==> src/hw/rtl/mftep_pkg.sv <==
`default_nettype none
package mftep_pkg;

  typedef struct packed {
    logic [7:0] track_byte;
    logic       first_of_track;
    logic       last_in_track;
  } in_item_t;

  typedef struct packed {
    logic [1:0]  kind;
    logic [7:0]  device_byte;
    logic        message_last;
    logic [23:0] new_tempo;
    logic [31:0] event_tick;
    logic [31:0] event_time_us;
  } out_item_t;

  typedef enum logic [3:0] {
    PH_DELTA, PH_STATUS, PH_DATA1, PH_DATA2, PH_META_TYPE,
    PH_META_LEN, PH_META_BODY, PH_SYSEX_LEN, PH_SYSEX_BODY
  } phase_e;

  // sequencer around the shared divider / multiplier unit
  typedef enum logic [2:0] {
    SQ_IDLE, SQ_DIV, SQ_MUL_Q, SQ_MUL_R, SQ_DIV2, SQ_EMIT0, SQ_EMIT1
  } seq_e;

  localparam logic [1:0] KIND_DEV   = 2'd0;
  localparam logic [1:0] KIND_TEMPO = 2'd1;
  localparam logic [1:0] KIND_EOT   = 2'd2;
  localparam logic [1:0] KIND_NOSTS = 2'd3;

  localparam logic [7:0]  META_EOT      = 8'h2F;
  localparam logic [7:0]  META_TEMPO    = 8'h51;
  localparam logic [23:0] DEFAULT_TEMPO = 24'd500000;
  localparam logic [14:0] DEFAULT_DIV   = 15'd96;
  localparam logic [7:0]  ST_SYSEX      = 8'hF0;
  localparam logic [7:0]  ST_ESCAPE     = 8'hF7;
  localparam logic [7:0]  ST_META       = 8'hFF;
  localparam logic [3:0]  HI_PROGRAM    = 4'hC;
  localparam logic [3:0]  HI_PRESSURE   = 4'hD;

endpackage
`default_nettype wire

==> src/hw/rtl/midi_file_track_event_parser_core.sv <==
// MIDI file track parser: one track byte per input transaction.
// Input channel in_valid_i/in_stall_o carries track_byte plus first/last
// track markers; output channel out_valid_o/out_stall_i carries 0..2 results
// per byte (device bytes, tempo change, end of track, data without status).
// cfg_we_i/cfg_data_i writes ticks_per_quarter (0 acts as 96); write it idle.
// An ordinary byte is taken and its results are then offered in turn, held
// while the receiver stalls. The byte that ends a delta time runs a shared
// 28-bit restoring divider (one quotient bit per cycle) for d/div and
// d%div, two multiplies by tempo through one shared 32x24 multiplier,
// then a 56/15 restoring division of the remainder product; no new byte
// is taken until that work is done.
// Reset leaves the parser waiting for a delta time, tempo 500000, tick and
// time zero, division 96. Results sit in an output register; while the
// receiver stalls the register holds and no new byte is taken.
`default_nettype none
module midi_file_track_event_parser_core #(
  parameter int unsigned SYSEX_FORWARD_LIMIT = 16384
) (
  input  wire                       clk_i,
  input  wire                       rst_ni,
  input  wire                       cfg_we_i,
  input  wire  [14:0]               cfg_data_i,
  input  wire                       in_valid_i,
  output logic                      in_stall_o,
  input  wire  mftep_pkg::in_item_t in_data_i,
  output logic                      out_valid_o,
  input  wire                       out_stall_i,
  output mftep_pkg::out_item_t      out_data_o
);
  import mftep_pkg::*;

  localparam logic [27:0] SX_LIM = 28'(SYSEX_FORWARD_LIMIT);

  logic [14:0] div_q;
  phase_e      ph_q, ph_d;
  logic [7:0]  run_q, run_d, vst_q, vst_d, meta_q, meta_d;
  logic [27:0] acc_q, acc_d, rem_q, rem_d;
  logic [1:0]  qcnt_q, qcnt_d;
  logic [23:0] tempo_q, tempo_d, gath_q, gath_d;
  logic [31:0] tick_q, tick_d, time_q, time_d;
  logic        fwd_q, fwd_d, fin_q, fin_d;

  // pending results of the current byte
  logic [1:0]  npend_q, npend_d;
  out_item_t   r0_q, r0_d, r1_q, r1_d;

  seq_e        sq_q, sq_d;
  logic [5:0]  cnt_q, cnt_d;
  logic [55:0] dn_q, dn_d;     // dividend shifting out / quotient shifting in
  logic [15:0] pr_q, pr_d;     // partial remainder
  logic [31:0] quo_q, quo_d;   // saved quotient d/div
  logic [55:0] prod_q, prod_d;

  logic [14:0] divisor;
  assign divisor = (div_q == '0) ? DEFAULT_DIV : div_q;

  logic take;
  assign take = in_valid_i && !in_stall_o;
  assign in_stall_o = (sq_q != SQ_IDLE);

  // shared restoring divide step
  logic [15:0] trial;
  logic [16:0] tsub;
  assign trial = {pr_q[14:0], dn_q[55]};
  assign tsub  = {1'b0, trial} - {2'b0, divisor};

  // shared multiplier: operand chosen by sequencer
  logic [31:0] mop;
  logic [55:0] mres;
  assign mop  = (sq_q == SQ_MUL_Q) ? quo_q : {16'b0, pr_q};
  assign mres = mop * {32'b0, tempo_q} ;

  function automatic out_item_t mk(input logic [1:0] k, input logic [7:0] b,
                                   input logic l, input logic [23:0] t,
                                   input logic [31:0] tk, input logic [31:0] tm);
    out_item_t r;
    r.kind = k; r.device_byte = b; r.message_last = l;
    r.new_tempo = t; r.event_tick = tk; r.event_time_us = tm;
    return r;
  endfunction

  // byte parser
  logic        qdone;
  logic [27:0] qacc;
  logic [7:0]  b;
  logic        need_time;
  always_comb begin
    b = in_data_i.track_byte;
    ph_d = ph_q; run_d = run_q; vst_d = vst_q; meta_d = meta_q;
    acc_d = acc_q; rem_d = rem_q; qcnt_d = qcnt_q; tempo_d = tempo_q;
    gath_d = gath_q; tick_d = tick_q; time_d = time_q; fwd_d = fwd_q;
    fin_d = fin_q; npend_d = npend_q; r0_d = r0_q; r1_d = r1_q;
    need_time = 1'b0;
    qacc = '0; qdone = 1'b0;
    if (take) begin
      if (in_data_i.first_of_track) begin
        ph_d = PH_DELTA; run_d = '0; acc_d = '0; qcnt_d = '0; rem_d = '0;
        meta_d = '0; gath_d = '0; tick_d = '0; time_d = '0; vst_d = '0;
        fwd_d = 1'b0; fin_d = 1'b0;
      end
      qacc  = {acc_d[20:0], b[6:0]};
      qdone = !b[7] || (qcnt_d == 2'd3);
      npend_d = '0;
      if (!fin_d) begin
        case (ph_d)
          PH_DELTA: begin
            acc_d = qacc; qcnt_d = qcnt_d + 2'd1;
            if (qdone) begin
              need_time = 1'b1;
              tick_d = tick_d + {4'b0, qacc};
              ph_d = PH_STATUS;
            end
          end
          PH_STATUS: begin
            if (b[7]) begin
              if (b == ST_META) ph_d = PH_META_TYPE;
              else if (b == ST_SYSEX || b == ST_ESCAPE) begin
                vst_d = b; ph_d = PH_SYSEX_LEN; acc_d = '0; qcnt_d = '0;
              end else begin
                run_d = b; vst_d = b; ph_d = PH_DATA1;
              end
            end else if (run_d == '0) begin
              r0_d = mk(KIND_NOSTS, b, 1'b1, tempo_d, tick_d, time_d);
              npend_d = 2'd1; ph_d = PH_DELTA; acc_d = '0; qcnt_d = '0;
            end else begin
              vst_d = run_d; ph_d = PH_DATA1;
            end
          end
          PH_DATA2: begin
            r0_d = mk(KIND_DEV, b, 1'b1, tempo_d, tick_d, time_d);
            npend_d = 2'd1; ph_d = PH_DELTA; acc_d = '0; qcnt_d = '0;
          end
          PH_META_TYPE: begin
            meta_d = b; ph_d = PH_META_LEN; acc_d = '0; qcnt_d = '0;
          end
          PH_META_LEN: begin
            acc_d = qacc; qcnt_d = qcnt_d + 2'd1;
            if (qdone) begin
              if (meta_d == META_EOT) begin
                fin_d = 1'b1;
                r0_d = mk(KIND_EOT, 8'h00, 1'b1, tempo_d, tick_d, time_d);
                npend_d = 2'd1;
              end else if (qacc == '0) begin
                ph_d = PH_DELTA; acc_d = '0; qcnt_d = '0;
              end else begin
                if (meta_d == META_TEMPO && qacc != 28'd3) meta_d = '0;
                rem_d = qacc; gath_d = '0; ph_d = PH_META_BODY;
              end
            end
          end
          PH_META_BODY: begin
            if (meta_d == META_TEMPO) gath_d = {gath_d[15:0], b};
            rem_d = rem_d - 28'd1;
            if (rem_d == '0) begin
              if (meta_d == META_TEMPO) begin
                tempo_d = (gath_d == '0) ? DEFAULT_TEMPO : gath_d;
                r0_d = mk(KIND_TEMPO, 8'h00, 1'b1, tempo_d, tick_d, time_d);
                npend_d = 2'd1;
              end
              ph_d = PH_DELTA; acc_d = '0; qcnt_d = '0;
            end
          end
          PH_SYSEX_LEN: begin
            acc_d = qacc; qcnt_d = qcnt_d + 2'd1;
            if (qdone) begin
              if (vst_d == ST_SYSEX) begin
                r0_d = mk(KIND_DEV, ST_SYSEX, 1'b1, tempo_d, tick_d, time_d);
                npend_d = 2'd1;
              end
              fwd_d = (qacc != '0) && (qacc < SX_LIM);
              if (qacc == '0) begin
                ph_d = PH_DELTA; acc_d = '0; qcnt_d = '0;
              end else begin
                rem_d = qacc; ph_d = PH_SYSEX_BODY;
              end
            end
          end
          PH_SYSEX_BODY: begin
            rem_d = rem_d - 28'd1;
            if (fwd_d) begin
              r0_d = mk(KIND_DEV, b, rem_d == '0, tempo_d, tick_d, time_d);
              npend_d = 2'd1;
            end
            if (rem_d == '0) begin
              ph_d = PH_DELTA; acc_d = '0; qcnt_d = '0;
            end
          end
          default: begin
            ph_d = PH_DELTA; acc_d = '0; qcnt_d = '0;
          end
        endcase
        // first data byte of a channel message (direct or running status)
        if ((ph_q == PH_DATA1 && !in_data_i.first_of_track) ||
            (ph_d == PH_DATA1 && ph_q == PH_STATUS && !b[7] && run_d != '0)) begin
          r0_d = mk(KIND_DEV, vst_d, 1'b0, tempo_d, tick_d, time_d);
          if (vst_d[7:4] == HI_PROGRAM || vst_d[7:4] == HI_PRESSURE) begin
            r1_d = mk(KIND_DEV, b, 1'b1, tempo_d, tick_d, time_d);
            ph_d = PH_DELTA; acc_d = '0; qcnt_d = '0;
          end else begin
            r1_d = mk(KIND_DEV, b, 1'b0, tempo_d, tick_d, time_d);
            ph_d = PH_DATA2;
          end
          npend_d = 2'd2;
        end
      end
    end
  end

  // sequencer next state
  always_comb begin
    sq_d = sq_q;
    case (sq_q)
      SQ_IDLE:  if (take) sq_d = need_time ? SQ_DIV :
                           (npend_d != '0 ? SQ_EMIT0 : SQ_IDLE);
      SQ_DIV:   if (cnt_q == 6'd27) sq_d = SQ_MUL_Q;
      SQ_MUL_Q: sq_d = SQ_MUL_R;
      SQ_MUL_R: sq_d = SQ_DIV2;
      SQ_DIV2:  if (cnt_q == 6'd55) sq_d = (npend_q != '0) ? SQ_EMIT0 : SQ_IDLE;
      SQ_EMIT0: if (!out_stall_i) sq_d = (npend_q == 2'd2) ? SQ_EMIT1 : SQ_IDLE;
      SQ_EMIT1: if (!out_stall_i) sq_d = SQ_IDLE;
      default:  sq_d = SQ_IDLE;
    endcase
  end

  // datapath of the shared unit
  always_comb begin
    cnt_d = cnt_q; dn_d = dn_q; pr_d = pr_q; quo_d = quo_q; prod_d = prod_q;
    case (sq_q)
      SQ_IDLE: begin
        cnt_d = '0; pr_d = '0;
        dn_d = {acc_d, 28'b0};
      end
      SQ_DIV, SQ_DIV2: begin
        cnt_d = cnt_q + 6'd1;
        if (!tsub[16]) begin
          pr_d = tsub[15:0]; dn_d = {dn_q[54:0], 1'b1};
        end else begin
          pr_d = trial; dn_d = {dn_q[54:0], 1'b0};
        end
        if (sq_q == SQ_DIV && cnt_q == 6'd27) begin
          quo_d = {4'b0, dn_d[27:0]};
          cnt_d = '0;
        end
      end
      SQ_MUL_Q: prod_d = mres;
      SQ_MUL_R: begin
        dn_d = mres; pr_d = '0;
      end
      default: ;
    endcase
  end

  // output register
  always_comb begin
    out_valid_o = (sq_q == SQ_EMIT0) || (sq_q == SQ_EMIT1);
    out_data_o  = (sq_q == SQ_EMIT1) ? r1_q : r0_q;
  end

  // last divide step delivers the final quotient bit in dn_d
  logic [31:0] tsum;
  assign tsum = time_q + prod_q[31:0] + dn_d[31:0];

  always_ff @(posedge clk_i or negedge rst_ni) begin
    if (!rst_ni) begin
      div_q <= DEFAULT_DIV; ph_q <= PH_DELTA; run_q <= '0; vst_q <= '0;
      meta_q <= '0; acc_q <= '0; rem_q <= '0; qcnt_q <= '0;
      tempo_q <= DEFAULT_TEMPO; gath_q <= '0; tick_q <= '0; time_q <= '0;
      fwd_q <= 1'b0; fin_q <= 1'b0; npend_q <= '0;
      sq_q <= SQ_IDLE; cnt_q <= '0;
    end else begin
      if (cfg_we_i) div_q <= cfg_data_i;
      sq_q <= sq_d; cnt_q <= cnt_d;
      if (take) begin
        ph_q <= ph_d; run_q <= run_d; vst_q <= vst_d; meta_q <= meta_d;
        acc_q <= acc_d; rem_q <= rem_d; qcnt_q <= qcnt_d; tempo_q <= tempo_d;
        gath_q <= gath_d; tick_q <= tick_d; time_q <= time_d;
        fwd_q <= fwd_d; npend_q <= npend_d;
        fin_q <= fin_d || in_data_i.last_in_track;
      end
      // time add after the remainder division completes; later results are stamped with it
      if (sq_q == SQ_DIV2 && cnt_q == 6'd55) begin
        time_q <= tsum;
      end
    end
  end

  always_ff @(posedge clk_i) begin
    dn_q <= dn_d; pr_q <= pr_d; quo_q <= quo_d; prod_q <= prod_d;
    if (take) begin
      r0_q <= r0_d; r1_q <= r1_d;
    end
  end

`ifndef SYNTH
  a_stall_busy: assert property (@(posedge clk_i) disable iff (!rst_ni)
    out_valid_o |-> in_stall_o) else $error("took byte while emitting");
  a_hold: assert property (@(posedge clk_i) disable iff (!rst_ni)
    (out_valid_o && out_stall_i) |=> (out_valid_o && $stable(out_data_o)))
    else $error("result changed under stall");
  a_div_len: assert property (@(posedge clk_i) disable iff (!rst_ni)
    (sq_q == SQ_DIV) |-> (cnt_q <= 6'd27)) else $error("divider overran");
  a_emit1: assert property (@(posedge clk_i) disable iff (!rst_ni)
    (sq_q == SQ_EMIT1) |-> (npend_q == 2'd2)) else $error("bad second result");
`endif

endmodule
`default_nettype wire

==> config.mk <==
export PLATFORM = sky130hd
export DESIGN_NAME = midi_file_track_event_parser_core
export DESIGN_NICKNAME = d
export VERILOG_FILES = /design/src/hw/rtl/mftep_pkg.sv /design/src/hw/rtl/midi_file_track_event_parser_core.sv
export SDC_FILE = /design/constraint.sdc
export NUM_CORES = 2
export LEC_CHECK = 0
export ABC_AREA = 0
export BUFFER_PORTS_ARGS = -buffer_cell sky130_fd_sc_hd__buf_4
export CAP_MARGIN = 25
export CORE_ASPECT_RATIO = 0.5
export CORE_MARGIN = 4
export CORE_UTILIZATION = 30
export CTS_CLUSTER_DIAMETER = 100
export DETAILED_ROUTE_END_ITERATION = 10
export SETUP_SLACK_MARGIN = 0.5
export SYNTH_ARGS = -nofsm -noshare
export SYNTH_HDL_FRONTEND = slang
export SYNTH_SLANG_ARGS = --single-unit
==> constraint.sdc <==
create_clock -name clk_i -period 25.4 [get_ports clk_i]
set_clock_uncertainty 0.2 [all_clocks]
set_input_delay 2.54 -clock clk_i [delete_from_list [all_inputs] [get_ports clk_i]]
set_output_delay 2.54 -clock clk_i [all_outputs]
set_load 0.01 [all_outputs]
* After elaboration in Yosys (flattened, before gate mapping)
Cells that the tools add are included.
** Word-level totals
- Bits in registers :: 556
- Word-level logic and storage cells :: 296
- Output and inout bits :: 101
- Bits of input ports :: 30
** Cells by class
- $add $sub $neg :: 7
- Multiplexer cells :: 166
- $lt $le $gt $ge :: 1
- Multipliers :: 1
- Reductions and logical operators :: 43
- Bitwise operators :: 1
- Equal/unequal tests :: 43
** Operators by type and width (count)
- 99-bit two-way mux :: 10
- 28-bit two-way mux :: 23
- 99-bit one-hot mux with 6 select lines :: 1
- 24-bit two-way mux :: 13
- 32-bit two-way mux :: 8
- 8-bit two-way mux :: 25
- 56-bit one-hot mux with 3 select lines :: 1
- 28-bit one-hot mux with 5 select lines :: 1
- 97-bit two-way mux :: 1
- 89-bit two-way mux :: 1
- 28-bit one-hot mux with 3 select lines :: 1
- 32-bit adder :: 2
- 28-bit zero test :: 2
- 28-bit by 24-bit multiplier with 52-bit output :: 1
- 4-bit two-way mux :: 12
- 24-bit one-hot mux with 2 select lines :: 1
- 3-bit two-way mux :: 13
- 2-bit two-way mux :: 19
- 32-bit by 28-bit adder with 32-bit output :: 1
- 8-bit == test, second input constant :: 4
- 16-bit one-hot mux with 2 select lines :: 1
- 28-bit by 15-bit < comparator with 1-bit output, second input constant :: 1
- 28-bit by 2-bit != test with 1-bit output, second input constant :: 1
- 28-bit nonzero test :: 1
- other kinds (46) :: 118

* Longest topological paths before layout
- Word-level depth :: 24
- Depth in mapped cells :: 45
- Gate-level depth less buffers :: 41

* Least setup slack after synthesis
OpenSTA, ideal clock, no wires.
- Kind :: reg2reg
- Start :: register sq_q[0]
- End :: register time_q[31]
- Library setup time :: 76 ps
- Arrival time :: 10433 ps
- Path buffers :: 4
- Required time :: 25124 ps
- Stages on the path, launching flop included :: 39
- Slack :: 14691 ps
- Clock period less this slack :: 10709 ps
- Cell sequence :: dfrtp_1 > clkbuf_1 > clkinv_1 > and3_1 > clkbuf_1 > clkbuf_1 > clkbuf_1 > and3_1 > fa_1 > inv_1 > fa_1 > fa_1 > inv_1 > fa_1 > fa_1 > fa_1 > fa_1 > ha_1 > [3 not listed] > o211a_1 > o21ai_0 > a21oi_1 > or2_2 > a21oi_1 > xnor2_1 > a21oi_1 > fa_1 > inv_1 > ha_1 > o21ai_0 > nand2b_1 > a21bo_2 > o21ai_0 > a31o_2 > a31o_1 > a211o_1 > o21ai_1
** Between the ends
- Elaborated cells between the ends (all ways) :: 17
- Classes of those cells :: 1 x add/sub; 1 x mul; 4 x eq/ne; 4 x mux; 7 x reduce/logical
** RTL lines
- from (decl) :: line midi_file_track_event_parser_core.sv:47 : seq_e sq_q, sq_d;
- from (signal assigned) :: line midi_file_track_event_parser_core.sv:272 : sq_q <= sq_d; cnt_q <= cnt_d;
- 3-bit by 2-bit == test with 1-bit output :: line midi_file_track_event_parser_core.sv:70 : assign mop = (sq_q == SQ_MUL_Q) ? quo_q : {16'b0, pr_q};
- 28-bit two-way mux :: line midi_file_track_event_parser_core.sv:70
- 28-bit by 24-bit multiplier with 52-bit output :: line midi_file_track_event_parser_core.sv:71 : assign mres = mop * {32'b0, tempo_q} ;
- via mres[27] :: line midi_file_track_event_parser_core.sv:69 : logic [55:0] mres;
- 56-bit one-hot mux with 3 select lines :: line midi_file_track_event_parser_core.sv:228 : case (sq_q)
- 32-bit adder :: line midi_file_track_event_parser_core.sv:261 : assign tsum = time_q + prod_q[31:0] + dn_d[31:0];
- 32-bit two-way mux :: line midi_file_track_event_parser_core.sv:281 : if (sq_q == SQ_DIV2 && cnt_q == 6'd55) begin
- to (signal assigned) :: line midi_file_track_event_parser_core.sv:276 : gath_q <= gath_d; tick_q <= tick_d; time_q <= time_d;
- to (signal assigned) :: line midi_file_track_event_parser_core.sv:282 : time_q <= tsum;
- to (decl) :: line midi_file_track_event_parser_core.sv:40 : logic [31:0] tick_q, tick_d, time_q, time_d;
The timed path passes the listed nets, and every way through them passes these cells.
A chain may end at the register's enable or synchronous reset.

* Worst setup path after layout
- Start :: register sq_q[2]
- End :: register time_q[31]
Same word-level chain as after synthesis.

==> reports/results.ini <==
[hold_path]
hp-class=reg -> reg

[sta]
holdWs_ns=0.269
slew_viol_final=0
finalCriticalPeriod_ns=12.87
fin_tns_setup_ns=0
grt_setup_unrepaired=false
setup_violations=0
fmax_mhz=77.7
min_period_over_period_pct=50.7
relSlewSlack_pct=27.9
hold_viol=0
worstMarginPinSlew_ns=1.08

[synthesis]
ys_seq_elements=554
ys.flop_type=edfxtp_1
synth_edf_count=296
synth_top_area_share_pct=23.2
synth_warnings=0
synth_area_sq_um=52100
yosysMostFrequentCell=inv_1
synthArstFlopShare_pct=40.8
synthTopCellsByArea=fa_1 (23%), edfxtp_1 (17%), dfrtp_1 (10%), ha_1 (6.1%), inv_1 (5.7%)
synth_common_cells=inv_1 (791), nand2_1 (788), fa_1 (604)
syn-instance-count=5490
synth_nets=6379
synthDistinctLibCells=88
synth_area_per_cell_sq_um=9.50
synth_top_area_cell=fa_1
ys_seq_area_share_pct=29.1

[power_and_ir_drop]
p_comb_share_pct=19.8
p_int_uw=1680
p_seq_share_pct=41.8
leakage_uw=0.0259
sw_frac_of_total_pct=32.1
power_frac_clock_pct=38.3
switchingPower_uw=793
power_uw=2470
powerDensity_nw_per_um2=42.8
ir_drop_mv=0.0511

[global_routing]
grt_overflow=0
grt_pass1_wl_mm=252
grt_pass1_vias=39953
grt_max_degree=131
antenna_found_initial=4
grtUsageTotal_pct=17.9

[critical_path]
cpPeakStageDelay_ns=0.76
crit_arrival_ns=13.25
start_kind=flip-flop
crit_required_ns=25.78
crit_slowest_cell=a2111oi_0
critPathBufInv=9
end_kind=flip-flop
worst_path_most_repeated_cell=fa_1
cp_top_family=adder cells
crit_fanout=84
critical_path_class=reg -> reg

[finish]
multiInputGateArea_sq_um=32800
layout-drive-gt1-share_pct=9.27
final_nets=6337
syn_to_final_growth_pct=10.7
fillers=17527
regArea_sq_um=15200

[routing]
drt_iter0_drc=3872
drtPass1Iterations=7
wl_met2_mm=71.7
vias_per_cell=5.15
top_layer_used=met5
routed_wl_mm=164
met1_length_mm=73.6
wl_met3_mm=14.6
drc_errors=0
ant_nets=0
wl_per_cell_microns=21.1
num_vias=40147

[clock_network]
cts-hold-fix-buffers=0
cts_tree=yes
clk_path_buf_depth=3
cts_buffers=61
clk_latency_ns=0.69
cts_sinks=554
cts.clk_slew.worst_paths_ns=0.07
postCtsSetupBuffers=0
post_cts_resized=0
h-tree-depth=2
cts-root-buf=clkbuf_16

[placed_design]
dpl.hpwl_mm=119
place.gp.congestion=0.937
io_buffers=130

[floorplanning]
rows=107
pin_count=131
dieHeight_microns=303
dieArea_sq_um=181000
core_area_sq_um=171000
die_w_microns=598
start_util_pct=30.4

[outcome]
status=complete, no violations

[run]
max-cap-violations=0

[power groups by stage]
stage | Combinational [uW] | Clock [uW] | Sequential [uW]
after floorplan | 324 | 0 | 1010
after global routing | 535 | 998 | 1040
after detailed placement | 479 | 0 | 1050
final | 491 | 947 | 1030
after global placement | 476 | 0 | 1050
after CTS | 483 | 961 | 1040
[through the flow]
step	util [%]	setup WS, ns	std cells	cell area (sq um)
floorplan	-	14.69	5490	52100
global placement	32.3	12.92	7669	55500
detailed placement	32.4	12.72	7672	55600
CTS	33.6	12.62	7788	57700
global route	33.7	11.68	7790	57700
finish	33.7	12.53	7792	57700
[placed cells by master (no fill, tap or decap), types with 41 or more instances in the layout]
cell type    n
clkbuf_16   62
fa_1       604
buf_4      208
nor2_1     202
and2_1     220
o21ai_0    272
inv_1      791
xnor2_1     58
nor3_1      55
nor2b_1    103
dfrtp_1    217
mux2i_1     47
and3_1     141
nand3_1     53
nand2b_1    41
ha_1       255
edfxtp_1   296
a21o_1      71
nand2_1    786
a21oi_1    162
a22o_1      60
a22oi_1     45
mux2_2     139
[flip-flops by register name (all words and copies together), names as in the netlist, 3 cells and up]
register and count:
r0_q 99, r1_q 97, dn_q 56, prod_q 32, tick_q 32, time_q 32, acc_q 28, quo_q 28
rem_q 28, gath_q 24, tempo_q 24, pr_q 16, div_q 15, meta_q 8, run_q 8, vst_q 8
cnt_q 6, ph_q 4, sq_q 3
[path summary, 6_finish.rpt]
| path | startpoint | end | slack [ns] | depth (start not counted) |
|---|---|---|---|---|
| worst max-delay path | sq_q[2] | time_q[31] | 12.53 | 42 |
| worst min-delay path | dn_q[4] | quo_q[5] | 0.27 | 0 |
| worst max register to register | sq_q[2] | time_q[31] | 12.53 | 42 |
| worst min register to register | dn_q[4] | quo_q[5] | 0.27 | 0 |
| max in group asynchronous | rst_ni | fin_q | 21.86 | 2 |
| min in group asynchronous | rst_ni | run_q[3] | 1.64 | 1 |
[layout make-up]
type                       instances  share of cell area (%)
clock inverter                    35                   0.739
inverter                         794                    5.16
antenna                            2                 0.00867
clock buffer                      81                    2.95
timing repair buffer             216                    2.98
multi-input combinational       3821                    56.9
tap                             2289                    4.96
sequential                       554                    26.3
[kinds of logic (layout without fill, tap and decap cells)]
| family | Yosys count | in the layout | synth area share [%] |
|---|---|---|---|
| simple gates | 1735 | 1735 | 16.0 |
| buf+inv | 1115 | 1126 | 8.04 |
| compound gates | 942 | 942 | 11.9 |
| fa+ha+maj | 859 | 859 | 29.3 |
| flops | 554 | 554 | 29.1 |
| mux | 187 | 187 | 3.93 |
| xor+xnor | 98 | 98 | 1.65 |
| other cells | 0 | 2 | 0 |
[layer usage]
| metal | vias up | GRT usage, % |
|---|---|---|
| li1 | 18077 | - |
| met1 | 20247 | 25.9 |
| met2 | 1592 | 27.7 |
| met3 | 229 | 3.39 |
| met4 | 2 | 4.37 |
| met5 | - | 0 |
Power figures use the tool's default switching activity.
